File: config.mk
export PLATFORM = sky130hd
export DESIGN_NAME = lock_order_deadlock_detector_core
export DESIGN_NICKNAME = d
export VERILOG_FILES = /design/src/rtl/lodd_pkg.sv /design/src/rtl/lock_order_deadlock_detector_core.sv /design/src/rtl/lodd_ctrl.sv /design/src/rtl/lodd_dp.sv
export SDC_FILE = /design/constraint.sdc
export NUM_CORES = 2
export LEC_CHECK = 0
export BUFFER_PORTS_ARGS = -buffer_cell sky130_fd_sc_hd__clkbuf_2
export CAP_MARGIN = 20
export CORE_MARGIN = 2
export CORE_UTILIZATION = 50
export DETAILED_ROUTE_END_ITERATION = 7
export PLACE_DENSITY = 0.66
export SKIP_CTS_REPAIR_TIMING = 1
export SLEW_MARGIN = 20
export SYNTH_ARGS = -nofsm -noshare
export SYNTH_HDL_FRONTEND = slang
export SYNTH_SLANG_ARGS = --single-unit
File: constraint.sdc
create_clock -name clk_i -period 6.4 [get_ports clk_i]
set_input_delay 0.32 -clock clk_i [delete_from_list [all_inputs] [get_ports clk_i]]
set_output_delay 0.32 -clock clk_i [all_outputs]
set_load 0.005 [all_outputs]
File: src/rtl/lodd_pkg.sv
package lodd_pkg;

  localparam int unsigned MaxThreads = 8;
  localparam int unsigned MaxMutexes = 8;
  localparam int unsigned TW = $clog2(MaxThreads);
  localparam int unsigned MW = $clog2(MaxMutexes);
  localparam int unsigned TCW = $clog2(MaxThreads + 1);
  localparam int unsigned MCW = $clog2(MaxMutexes + 1);
  localparam int unsigned IdW = 64;
  localparam int unsigned StW = 3;
  localparam int unsigned SlotW = 3;

  localparam logic [StW-1:0] StOk = 3'd0;
  localparam logic [StW-1:0] StThreadFull = 3'd1;
  localparam logic [StW-1:0] StMutexFull = 3'd2;
  localparam logic [StW-1:0] StUnknown = 3'd3;
  localparam logic [StW-1:0] StHeldFull = 3'd4;

  localparam logic OpLock = 1'b0;
  localparam logic OpRelease = 1'b1;

  typedef logic [MaxMutexes-1:0] row_t;

  typedef struct packed {
    logic load;
    logic apply;
    logic clos_init;
    logic clos_step;
    logic clos_done;
  } dp_cmd_t;

  typedef struct packed {
    logic last_k;
    logic no_update;
  } dp_sts_t;

  typedef struct packed {
    logic [StW-1:0]   status;
    logic             deadlock;
    logic [SlotW-1:0] thread_slot;
    logic [SlotW-1:0] mutex_slot;
  } result_t;

endpackage

File: src/rtl/lock_order_deadlock_detector_core.sv
// channel   dir  tdata (low bit up)                           tuser
// s_axis    in   thread_id[63:0], mutex_addr[127:64]          op
// m_axis    out  status[2:0], deadlock[3], thread_slot[6:4],  -
//                mutex_slot[9:7]
// one event at a time: load, table lookup register, update, then for
// an ok event a closure init and one closure step per mutex slot; a
// rejected event goes from the update straight to output
// the closure loop over mutex slots is the longest part; output stalls add on
// reset clears counts, held flags and edges; stalled output holds the block
module lock_order_deadlock_detector_core import lodd_pkg::*; (
  input  logic         clk_i,
  input  logic         rst_ni,
  input  logic         s_axis_tvalid,
  output logic         s_axis_tready,
  input  logic [127:0] s_axis_tdata,  // thread_id, mutex_addr
  input  logic         s_axis_tuser,  // op
  output logic         m_axis_tvalid,
  input  logic         m_axis_tready,
  output logic [15:0]  m_axis_tdata   // status, deadlock, thread_slot, mutex_slot
);

  dp_cmd_t cmd;
  dp_sts_t sts;
  result_t res;

  lodd_ctrl u_ctrl (
    .clk_i, .rst_ni,
    .in_valid_i(s_axis_tvalid), .in_ready_o(s_axis_tready),
    .out_valid_o(m_axis_tvalid), .out_ready_i(m_axis_tready),
    .cmd_o(cmd), .sts_i(sts)
  );

  lodd_dp u_dp (
    .clk_i, .rst_ni,
    .op_i(s_axis_tuser),
    .thread_id_i(s_axis_tdata[63:0]),
    .mutex_addr_i(s_axis_tdata[127:64]),
    .cmd_i(cmd), .sts_o(sts), .res_o(res)
  );

  assign m_axis_tdata = {6'd0, res.mutex_slot, res.thread_slot, res.deadlock, res.status};

endmodule

File: src/rtl/lodd_ctrl.sv
module lodd_ctrl import lodd_pkg::*; (
  input  logic    clk_i,
  input  logic    rst_ni,
  input  logic    in_valid_i,
  output logic    in_ready_o,
  output logic    out_valid_o,
  input  logic    out_ready_i,
  output dp_cmd_t cmd_o,
  input  dp_sts_t sts_i
);

  typedef enum logic [2:0] {SIdle, SApply, SInit, SStep, SOut} state_e;

  state_e state_q;

  assign in_ready_o  = (state_q == SIdle);
  assign out_valid_o = (state_q == SOut);

  always_comb begin
    cmd_o = '0;
    cmd_o.load      = (state_q == SIdle) && in_valid_i;
    cmd_o.apply     = (state_q == SApply);
    cmd_o.clos_init = (state_q == SInit);
    cmd_o.clos_step = (state_q == SStep);
    cmd_o.clos_done = (state_q == SStep) && sts_i.last_k;
  end

  always_ff @(posedge clk_i or negedge rst_ni) begin
    if (!rst_ni) begin
      state_q <= SIdle;
    end else begin
      unique case (state_q)
        SIdle: if (in_valid_i) state_q <= SApply;
        SApply: state_q <= sts_i.no_update ? SOut : SInit;
        SInit: state_q <= SStep;
        SStep: if (sts_i.last_k) state_q <= SOut;
        SOut: if (out_ready_i) state_q <= SIdle;
        default: state_q <= SIdle;
      endcase
    end
  end

endmodule

File: src/rtl/lodd_dp.sv
module lodd_dp import lodd_pkg::*; (
  input  logic           clk_i,
  input  logic           rst_ni,
  input  logic           op_i,
  input  logic [IdW-1:0] thread_id_i,
  input  logic [IdW-1:0] mutex_addr_i,
  input  dp_cmd_t        cmd_i,
  output dp_sts_t        sts_o,
  output result_t        res_o
);

  logic [IdW-1:0] tid_q [MaxThreads];
  logic [IdW-1:0] mad_q [MaxMutexes];
  logic [TCW-1:0] tcnt_q;
  logic [MCW-1:0] mcnt_q;
  logic [MaxMutexes-1:0][MW-1:0] held_q [MaxThreads];
  logic [MaxMutexes-1:0] hv_q [MaxThreads];
  row_t edges_q [MaxMutexes];
  row_t reach_q [MaxMutexes];
  logic [MW-1:0]  k_q;
  logic           op_q;
  logic [IdW-1:0] tin_q, min_q;
  result_t        res_q;

  // lookup, registered at load
  logic           thit, mhit;
  logic [TW-1:0]  tfound;
  logic [MW-1:0]  mfound;

  always_comb begin
    thit = 1'b0;
    tfound = '0;
    for (int i = MaxThreads - 1; i >= 0; i--) begin
      if (TCW'(i) < tcnt_q && tid_q[i] == thread_id_i) begin
        thit = 1'b1;
        tfound = TW'(i);
      end
    end
    mhit = 1'b0;
    mfound = '0;
    for (int i = MaxMutexes - 1; i >= 0; i--) begin
      if (MCW'(i) < mcnt_q && mad_q[i] == mutex_addr_i) begin
        mhit = 1'b1;
        mfound = MW'(i);
      end
    end
  end

  logic          thit_q, mhit_q;
  logic [TW-1:0] tf_q;
  logic [MW-1:0] mf_q;

  // decision over registered lookup
  logic [TW-1:0] ts;
  logic [MW-1:0] ms;
  logic          t_new, m_new, held_full, rel_hit, do_lock, do_rel;
  logic [MW-1:0] empty_j, hit_j;
  logic [MaxMutexes-1:0] tv;
  row_t          src_rows;
  logic [StW-1:0] st;

  always_comb begin
    ts = thit_q ? tf_q : TW'(tcnt_q);
    ms = mhit_q ? mf_q : MW'(mcnt_q);
    t_new = 1'b0;
    m_new = 1'b0;
    do_lock = 1'b0;
    do_rel = 1'b0;
    tv = hv_q[ts];
    held_full = &tv;
    empty_j = '0;
    for (int j = MaxMutexes - 1; j >= 0; j--) begin
      if (!tv[j]) empty_j = MW'(j);
    end
    rel_hit = 1'b0;
    hit_j = '0;
    for (int j = MaxMutexes - 1; j >= 0; j--) begin
      if (tv[j] && held_q[ts][j] == ms) begin
        rel_hit = 1'b1;
        hit_j = MW'(j);
      end
    end
    // rows of the mutexes the thread holds
    src_rows = '0;
    for (int j = 0; j < MaxMutexes; j++) begin
      if (tv[j]) src_rows[held_q[ts][j]] = 1'b1;
    end
    st = StOk;
    if (op_q == OpLock) begin
      if (!thit_q && tcnt_q >= TCW'(MaxThreads)) begin
        st = StThreadFull;
      end else begin
        t_new = !thit_q;
        if (!mhit_q && mcnt_q >= MCW'(MaxMutexes)) begin
          st = StMutexFull;
        end else begin
          m_new = !mhit_q;
          if (held_full) st = StHeldFull;
          else do_lock = 1'b1;
        end
      end
    end else begin
      if (!thit_q || !mhit_q || !rel_hit) st = StUnknown;
      else do_rel = 1'b1;
    end
  end

  // closure step: rows holding bit k take row k
  row_t step_rows [MaxMutexes];
  logic cyc;
  always_comb begin
    cyc = 1'b0;
    for (int i = 0; i < MaxMutexes; i++) begin
      step_rows[i] = reach_q[i][k_q] ? (reach_q[i] | reach_q[k_q]) : reach_q[i];
      if (step_rows[i][i]) cyc = 1'b1;
    end
  end

  assign sts_o.last_k    = (k_q == MW'(MaxMutexes - 1));
  assign sts_o.no_update = !(do_lock || do_rel);
  assign res_o = res_q;

  always_ff @(posedge clk_i) begin
    if (cmd_i.load) begin
      op_q  <= op_i;
      tin_q <= thread_id_i;
      min_q <= mutex_addr_i;
      thit_q <= thit;
      mhit_q <= mhit;
      tf_q <= tfound;
      mf_q <= mfound;
    end
    if (cmd_i.apply) begin
      if (t_new) tid_q[ts] <= tin_q;
      if (m_new) mad_q[ms] <= min_q;
      if (do_lock) held_q[ts][empty_j] <= ms;
      res_q.status <= st;
      res_q.deadlock <= 1'b0;
      res_q.thread_slot <= (st == StThreadFull) ? '0
                         : (op_q != OpLock && !thit_q) ? '0 : SlotW'(ts);
      res_q.mutex_slot <= (st == StThreadFull || st == StMutexFull) ? '0
                        : (op_q != OpLock && !mhit_q) ? '0 : SlotW'(ms);
    end
    if (cmd_i.clos_init) begin
      for (int i = 0; i < MaxMutexes; i++) reach_q[i] <= edges_q[i];
    end
    if (cmd_i.clos_step) begin
      for (int i = 0; i < MaxMutexes; i++) reach_q[i] <= step_rows[i];
    end
    if (cmd_i.clos_done) res_q.deadlock <= cyc && (op_q == OpLock);
  end

  always_ff @(posedge clk_i or negedge rst_ni) begin
    if (!rst_ni) begin
      tcnt_q <= '0;
      mcnt_q <= '0;
      k_q <= '0;
      for (int i = 0; i < MaxThreads; i++) hv_q[i] <= '0;
      for (int i = 0; i < MaxMutexes; i++) edges_q[i] <= '0;
    end else begin
      if (cmd_i.clos_init) k_q <= '0;
      else if (cmd_i.clos_step) k_q <= k_q + MW'(1);
      if (cmd_i.apply) begin
        if (t_new) tcnt_q <= tcnt_q + TCW'(1);
        if (m_new) mcnt_q <= mcnt_q + MCW'(1);
        if (do_lock) hv_q[ts][empty_j] <= 1'b1;
        if (do_rel) hv_q[ts][hit_j] <= 1'b0;
        if (do_lock || do_rel) begin
          for (int i = 0; i < MaxMutexes; i++) begin
            if (src_rows[i]) edges_q[i][ms] <= do_lock;
          end
        end
      end
    end
  end

endmodule

Word-level counts from Yosys, hierarchy flattened --
Memories as Yosys holds them, arrays and structs flattened. Index checks and enable logic that the tools add are counted.
Operators by class: add/subtract/negate cells 3, order comparisons 43, equality and inequality tests 34, muxes and demuxes 174, bitwise logic cells 28, reductions and logical operators 73
Operator list (count):
- $eq A64 B64 Y1 | 16
- $mux W8 | 28
- $mux W64 | 3
- $mux W3 | 41
- $or A8 B8 Y8 | 15
- $and A64 B64 Y64 | 1
- $bwmux W8 | 8
- $not A64 Y64 | 1
- $or A64 B64 Y64 | 1
- $mux W1 | 63
- $demux W8 S3 | 2
- $lt A3 B4 Y1 const B | 12
- $logic_and A1 B1 Y1 | 43
- $demux W1 S3 | 11
- $ge A3 B1 Y1 const B | 11
- $lt A3 B4 Y1 const A | 8
- $reduce_and A3 Y1 | 9
- $bmux W1 S3 | 8
- $bmux W8 S3 | 1
- $eq A3 B3 Y1 | 8
- $mux W24 | 1
- $lt A1 B4 Y1 const A | 4
- $lt A2 B4 Y1 const A | 4
- $pmux W3 S5 | 1
- 24 further kinds | 55
Storage, ports and cells: register bits after elaboration 289, bits in writable memories 1280, output and inout bits 18, logic and storage cells 394, memories kept 4
Memory list:
- u_dp.mad_q | depth 8, width 64, rd ports 8, clocked after memory_dff 0, wr ports 1, RTL line lodd_dp.sv:13 | logic [IdW-1:0] mad_q [MaxMutexes];
- u_dp.tid_q | depth 8, width 64, rd ports 8, clocked after memory_dff 0, wr ports 1, RTL line lodd_dp.sv:12 | logic [IdW-1:0] tid_q [MaxThreads];
- u_dp.held_q | depth 8, width 24, rd ports 1, clocked after memory_dff 0, wr ports 1, RTL line lodd_dp.sv:16 | logic [MaxMutexes-1:0][MW-1:0] held_q [MaxThreads];
- u_dp.reach_q | depth 8, width 8, rd ports 9, clocked after memory_dff 0, wr ports 8, RTL line lodd_dp.sv:19 | row_t reach_q [MaxMutexes];

Depth between registers and ports, before layout --
depth in word-level cells 24, mapped depth 16

Modules after synthesis --
From an unflattened synthesis, not the netlist that was laid out.
Second synthesis, totals: cells, all modules 4645, area, all modules 67945.2 µm²
Modules (own cells, without submodules):
- lodd_dp | instances 1, cells each 4617, area an instance 67681.2 µm², sequential area each 46329.4 µm²
- lodd_ctrl | instances 1, cells each 21, area an instance 215.2 µm², sequential area each 75.1 µm²
- lock_order_deadlock_detector_core | instances 1, cells each 7, area an instance 48.8 µm², sequential area each 0.0 µm²

Least setup slack after synthesis --
No wires, ideal clock.
path type register to register, start reg u_dp.mhit_q, end mem u_dp.mad_q[7][0], enable pin, library setup time 0.486 ns, data arrival time 5.316 ns, data required time 5.914 ns, path slack 0.598 ns, stages on the path, launching flop included 7, cell sequence edfxtp_1 > clkbuf_1 > mux2i_1 > inv_1 > buf_1 > nand2_1 > nor2_1
RTL lines:
- start: declaration | RTL line lodd_dp.sv:49 | logic thit_q, mhit_q;
- start signal: assignment | RTL line lodd_dp.sv:129 | mhit_q <= mhit;
- $mux W3 | RTL line lodd_dp.sv:64 | ms = mhit_q ? mf_q : MW'(mcnt_q);
- via u_dp.ms[2] | RTL line lodd_dp.sv:55 | logic [MW-1:0] ms;
- end: declaration | RTL line lodd_dp.sv:13
The timed path passes the listed nets, and every way through them passes these cells.

Worst setup path in the final report --
start reg u_dp.thit_q, end reg u_dp.edges_q[21] in the netlist's numbering
On the way: longest elaborated chain between the ends 22
Ends and longest elaborated chain:
- start: declaration | RTL line lodd_dp.sv:49
- start signal: assignment | RTL line lodd_dp.sv:128 | thit_q <= thit;
- $mux W3 | RTL line lodd_dp.sv:63 | ts = thit_q ? tf_q : TW'(tcnt_q);
- $mem_v2 Z8 W24
- $lt A3 B4 Y1 (not written as such) / $ge A3 B1 Y1 (equally long branches) | RTL line lodd_dp.sv:86 | if (tv[j]) src_rows[held_q[ts][j]] = 1'b1;
- $logic_and A1 B1 Y1 (not written as such) | RTL line lodd_dp.sv:86
- $mux W1 (not written as such) | RTL line lodd_dp.sv:86
- $demux W1 S3
- $mux W8 | RTL line lodd_dp.sv:86
- $or A8 B8 Y8 (no line)
- [... 6 more ...]
- $mux W8 | RTL line lodd_dp.sv:86
- $or A8 B8 Y8 (no line)
- $mux W8 | RTL line lodd_dp.sv:86
- $or A8 B8 Y8 (no line)
- $mux W8 | RTL line lodd_dp.sv:86
- $or A8 B8 Y8 (no line)
- $mux W8 | RTL line lodd_dp.sv:86
- $reduce_and A3 Y1 (no line)
- end signal: indexed assignment | RTL line lodd_dp.sv:170 | if (src_rows[i]) edges_q[i][ms] <= do_lock;
- end: declaration | RTL line lodd_dp.sv:18 | row_t edges_q [MaxMutexes];
Parallel ways exist; a longest one is shown, timed or not. The select of a mux whose other input is x is not followed. A chain may end at the register's enable or synchronous reset.

==> key figures <==
Timing
  – RSZ-0062 raised after global routing: no
  – Max Slew Vio Count: 0
  – Final Critical Period: 5.44 ns
  – Layout Skew: 0.0367 ns
  – Hold WS: 0.00877 ns
  – Final setup viols: 0
  – Final TNS setup: 0 ns
  – Highest clock rate: 184 MHz
  – Worst Tran Pin Value: 1.34 ns
  – Final worst slack: 0.964 ns
  – Final period util: 84.9%
  – Final hold vios: 0
  – Relative slew margins: 9.99%

Yosys
  – Yosys top cell by area: edfxtp_1
  – Synth Area in Adders: 0.112%
  – Post-synth EDFFs: 1427
  – Area share of and/or/nand/nor cells after synthesis: 7.02%
  – Compound-Gate Fraction of Synth Area: 7.10%
  – Seq/Total Area, Yosys: 69.1%
  – Largest family of logic cells by synthesized area: XOR/XNOR gates
  – Mux share of post-synthesis cell area: 2.66%
  – Synthesized instance count: 4618
  – Yosys warnings: 0
  – XOR/XNOR Fraction of Synth Area: 11.5%
  – Area contributors post-synth: edfxtp_1 (64%), xor2_1 (6.0%), xnor2_1 (5.5%), dfrtp_1 (5.3%), nor4_1 (1.5%)
  – Distinct cells, synth: 88
  – Post-synthesis area per instance: 14.5 sq um
  – #FFs+latches synth: 1569
  – Main flop type after synthesis: edfxtp_1
  – Cell Area, Synth: 0.0671 sq mm
  – Top cell type's share of synthesized area: 63.8%
  – Asr flop ratio synth: 9.05%

Floorplanning
  – Core Region: 0.133 sq mm
  – # rows: 134
  – Die height: 370 microns
  – Die area: 0.137 sq mm
  – Num ports: 151
  – Initial core utilization: 50.4%
  – Die X: 370 microns

Layout
  – Register area: 0.0464 sq mm
  – Area occupied by multi-input gates: 0.0192 sq mm
  – # fillers: 10600
  – Finished Layout Cells: 6712
  – Layout cells sized above 1: 11.6%
  – Layout Nets: 4946
  – Final Cell Area: 0.0755 sq mm
  – Most frequent cells in the layout: edfxtp_1 (1427), xor2_1 (459), xnor2_1 (420)
  – Commonest non-fill, non-tap cell in the layout: edfxtp_1
  – Area growth from synthesis to layout: 12.5%
  – Final Util: 56.6%

GRT
  – Grt ovf: 0
  – Total Routing Usage GR: 32.3%
  – Largest net degree at the start of global routing: 98
  – Antenna violations before repair: 17
  – Vias in the first global route: 40100
  – First-pass GRT wire length: 309 mm

Job
  – Max-cap check violation count: 0

Power and ir drop
  – Leak Pwr: 25.4 nW
  – Pwr Total: 30.2 mW
  – Peak supply drop: 0.305 mV
  – Pwr Density: 401 mW/mm^2

Drt
  – DR WL/cell: 33.3 microns
  – DRC: 0
  – DRT antenna net count: 0
  – Routed WL: 223 mm
  – 1st-iter DRT viols: 6096
  – Vias per inst: 6.34
  – DR vias: 42500
  – DR pass1 iterations: 6

Setup path
  – FF-to-FF setup slack: 0.96 ns
  – Critical Path Sink Type: register
  – RR Endpoint: u_dp.edges_q[21]$_DFFE_PN0P_
  – Worst Path Max Fanout: 60
  – Reg2reg start: u_dp.thit_q$_SDFFCE_PP1P_
  – Critical Path RT: 7.07 ns
  – Critical path arrival: 6.10 ns
  – Worst r2r path cells: 10
  – Critical path type: reg -> reg
  – CP Launch Type: register

Worst hold path
  – WHS Path Cells: 1
  – Hold Path End: u_dp.tin_q[14]$_DFFE_PP_
  – Hold crit path type: in -> reg
  – Hold Path Origin: s_axis_tdata[14]

Clock network
  – Library cell used as clock root buffer: clkbuf_16
  – Clock-pin slew on the worst setup and hold paths: 0.06 ns
  – Total CTS buffers: 164
  – CTS tree: done
  – Longest Clk Path Bufs: 3
  – Clk_lat worst skew: 0.79 ns
  – Clk sink count: 1569
  – CTS H-tree lvls: 4

Placed design
  – Final Wtd Congestion: 0.993
  – Dpl hpwl: 152 mm
  – Placed insts: 6383
  – Placed Area: 0.0699 sq mm
  – Pre-CTS setup slack: 1.11 ns
  – PortBufs: 144

Status
  – Outcome: finished clean
[Yosys cell counts, types with 13 or more instances]
master and number:
a21o_1 28, a21oi_1 155, a221oi_1 48, a22o_1 28
a32oi_1 13, buf_1 17, buf_2 24, clkbuf_1 173
dfrtp_1 142, edfxtp_1 1427, inv_1 195, mux2_2 43
mux2i_1 55, mux4_2 32, nand2_1 206, nand2b_1 26
nand3_1 63, nand4_1 142, nor2_1 160, nor2b_1 14
nor3_1 41, nor4_1 163, o211ai_1 13, o21ai_0 190
o221ai_1 18, o22a_1 19, o22ai_1 62, o2bb2ai_1 37
xnor2_1 420, xor2_1 459
[layout make-up]
cell class	instances	share of cell area (%)
inverter	197	0.981
sequential	1569	61.5
clock inverter	91	1.20
tap	1768	2.93
multi-input combinational	2630	25.4
antenna	3	0.00995
timing repair buffer	245	2.17
clock buffer	209	5.77
[cells by family after synthesis]
family,count (synthesis)
flip-flops,1569
multiplexers,132
buffers and inverters,424
XOR/XNOR,879
AO/OA/AOI/OAI,717
AND/OR/NAND/NOR,890
adder cells (fa/ha/maj),6
other,1
[critical path: stages (launching register included)]
cell	delay, ns
edfxtp_1	0.89
mux2_4	0.84
mux2_2	0.42
a32oi_1	0.17
o21a_1	0.40
xnor2_1	0.12
nor4_1	0.62
nor3_1	0.17
and4b_1	0.56
or4_1	0.81
a22o_1	0.29
[power by group]
group | total [mW] | switching, mW | internal, mW
Sequential | 13.8 | 1.20 | 12.6
Clock | 9.42 | 4.09 | 5.33
Combinational | 7.04 | 4.64 | 2.39
Total | 30.2 | 9.93 | 20.3
[per-layer routing]
metal,vias to the layer above,global-route usage [%],wire length [microns]
li1,17700,-,-
met2,2658,49.0,100000
met1,21700,46.5,90500
met5,-,0,65
met3,421,6.33,23400
met4,12,11.9,9090
[worst max path at each step]
stage / start / end / slack (ns)
after global placement: u_dp.thit_q$_SDFFCE_PP1P_ / u_dp.edges_q[21]$_DFFE_PN0P_ / 1.19
after global routing: u_dp.thit_q$_SDFFCE_PP1P_ / u_dp.edges_q[21]$_DFFE_PN0P_ / 0.73
final: u_dp.thit_q$_SDFFCE_PP1P_ / u_dp.edges_q[21]$_DFFE_PN0P_ / 0.96
after floorplan: u_dp.mhit_q$_SDFFCE_PP1P_ / u_dp.mad_q[7][0]$_DFFE_PP_ / 0.60
after CTS: u_dp.thit_q$_SDFFCE_PP1P_ / u_dp.edges_q[21]$_DFFE_PN0P_ / 1.07
after detailed placement: u_dp.thit_q$_SDFFCE_PP1P_ / u_dp.edges_q[21]$_DFFE_PN0P_ / 1.11
[flip-flops by register name, summed over array words and instances, names as in the netlist]
signal and cells:
u_dp.op_q 1, u_dp.thit_q 1, u_dp.res_o 10, u_dp.reach_q 64, u_dp.mf_q 3, u_dp.tid_q 512, u_dp.mcnt_q 4, u_dp.tcnt_q 4
u_dp.min_q 64, u_dp.tf_q 3, u_dp.mad_q 512, u_dp.edges_q 64, u_dp.mhit_q 1, u_dp.tin_q 64, u_dp.hv_q 64, u_ctrl.state_q 3
u_dp.k_q 3, u_dp.held_q 192
(Power assumes the default switching activity.)
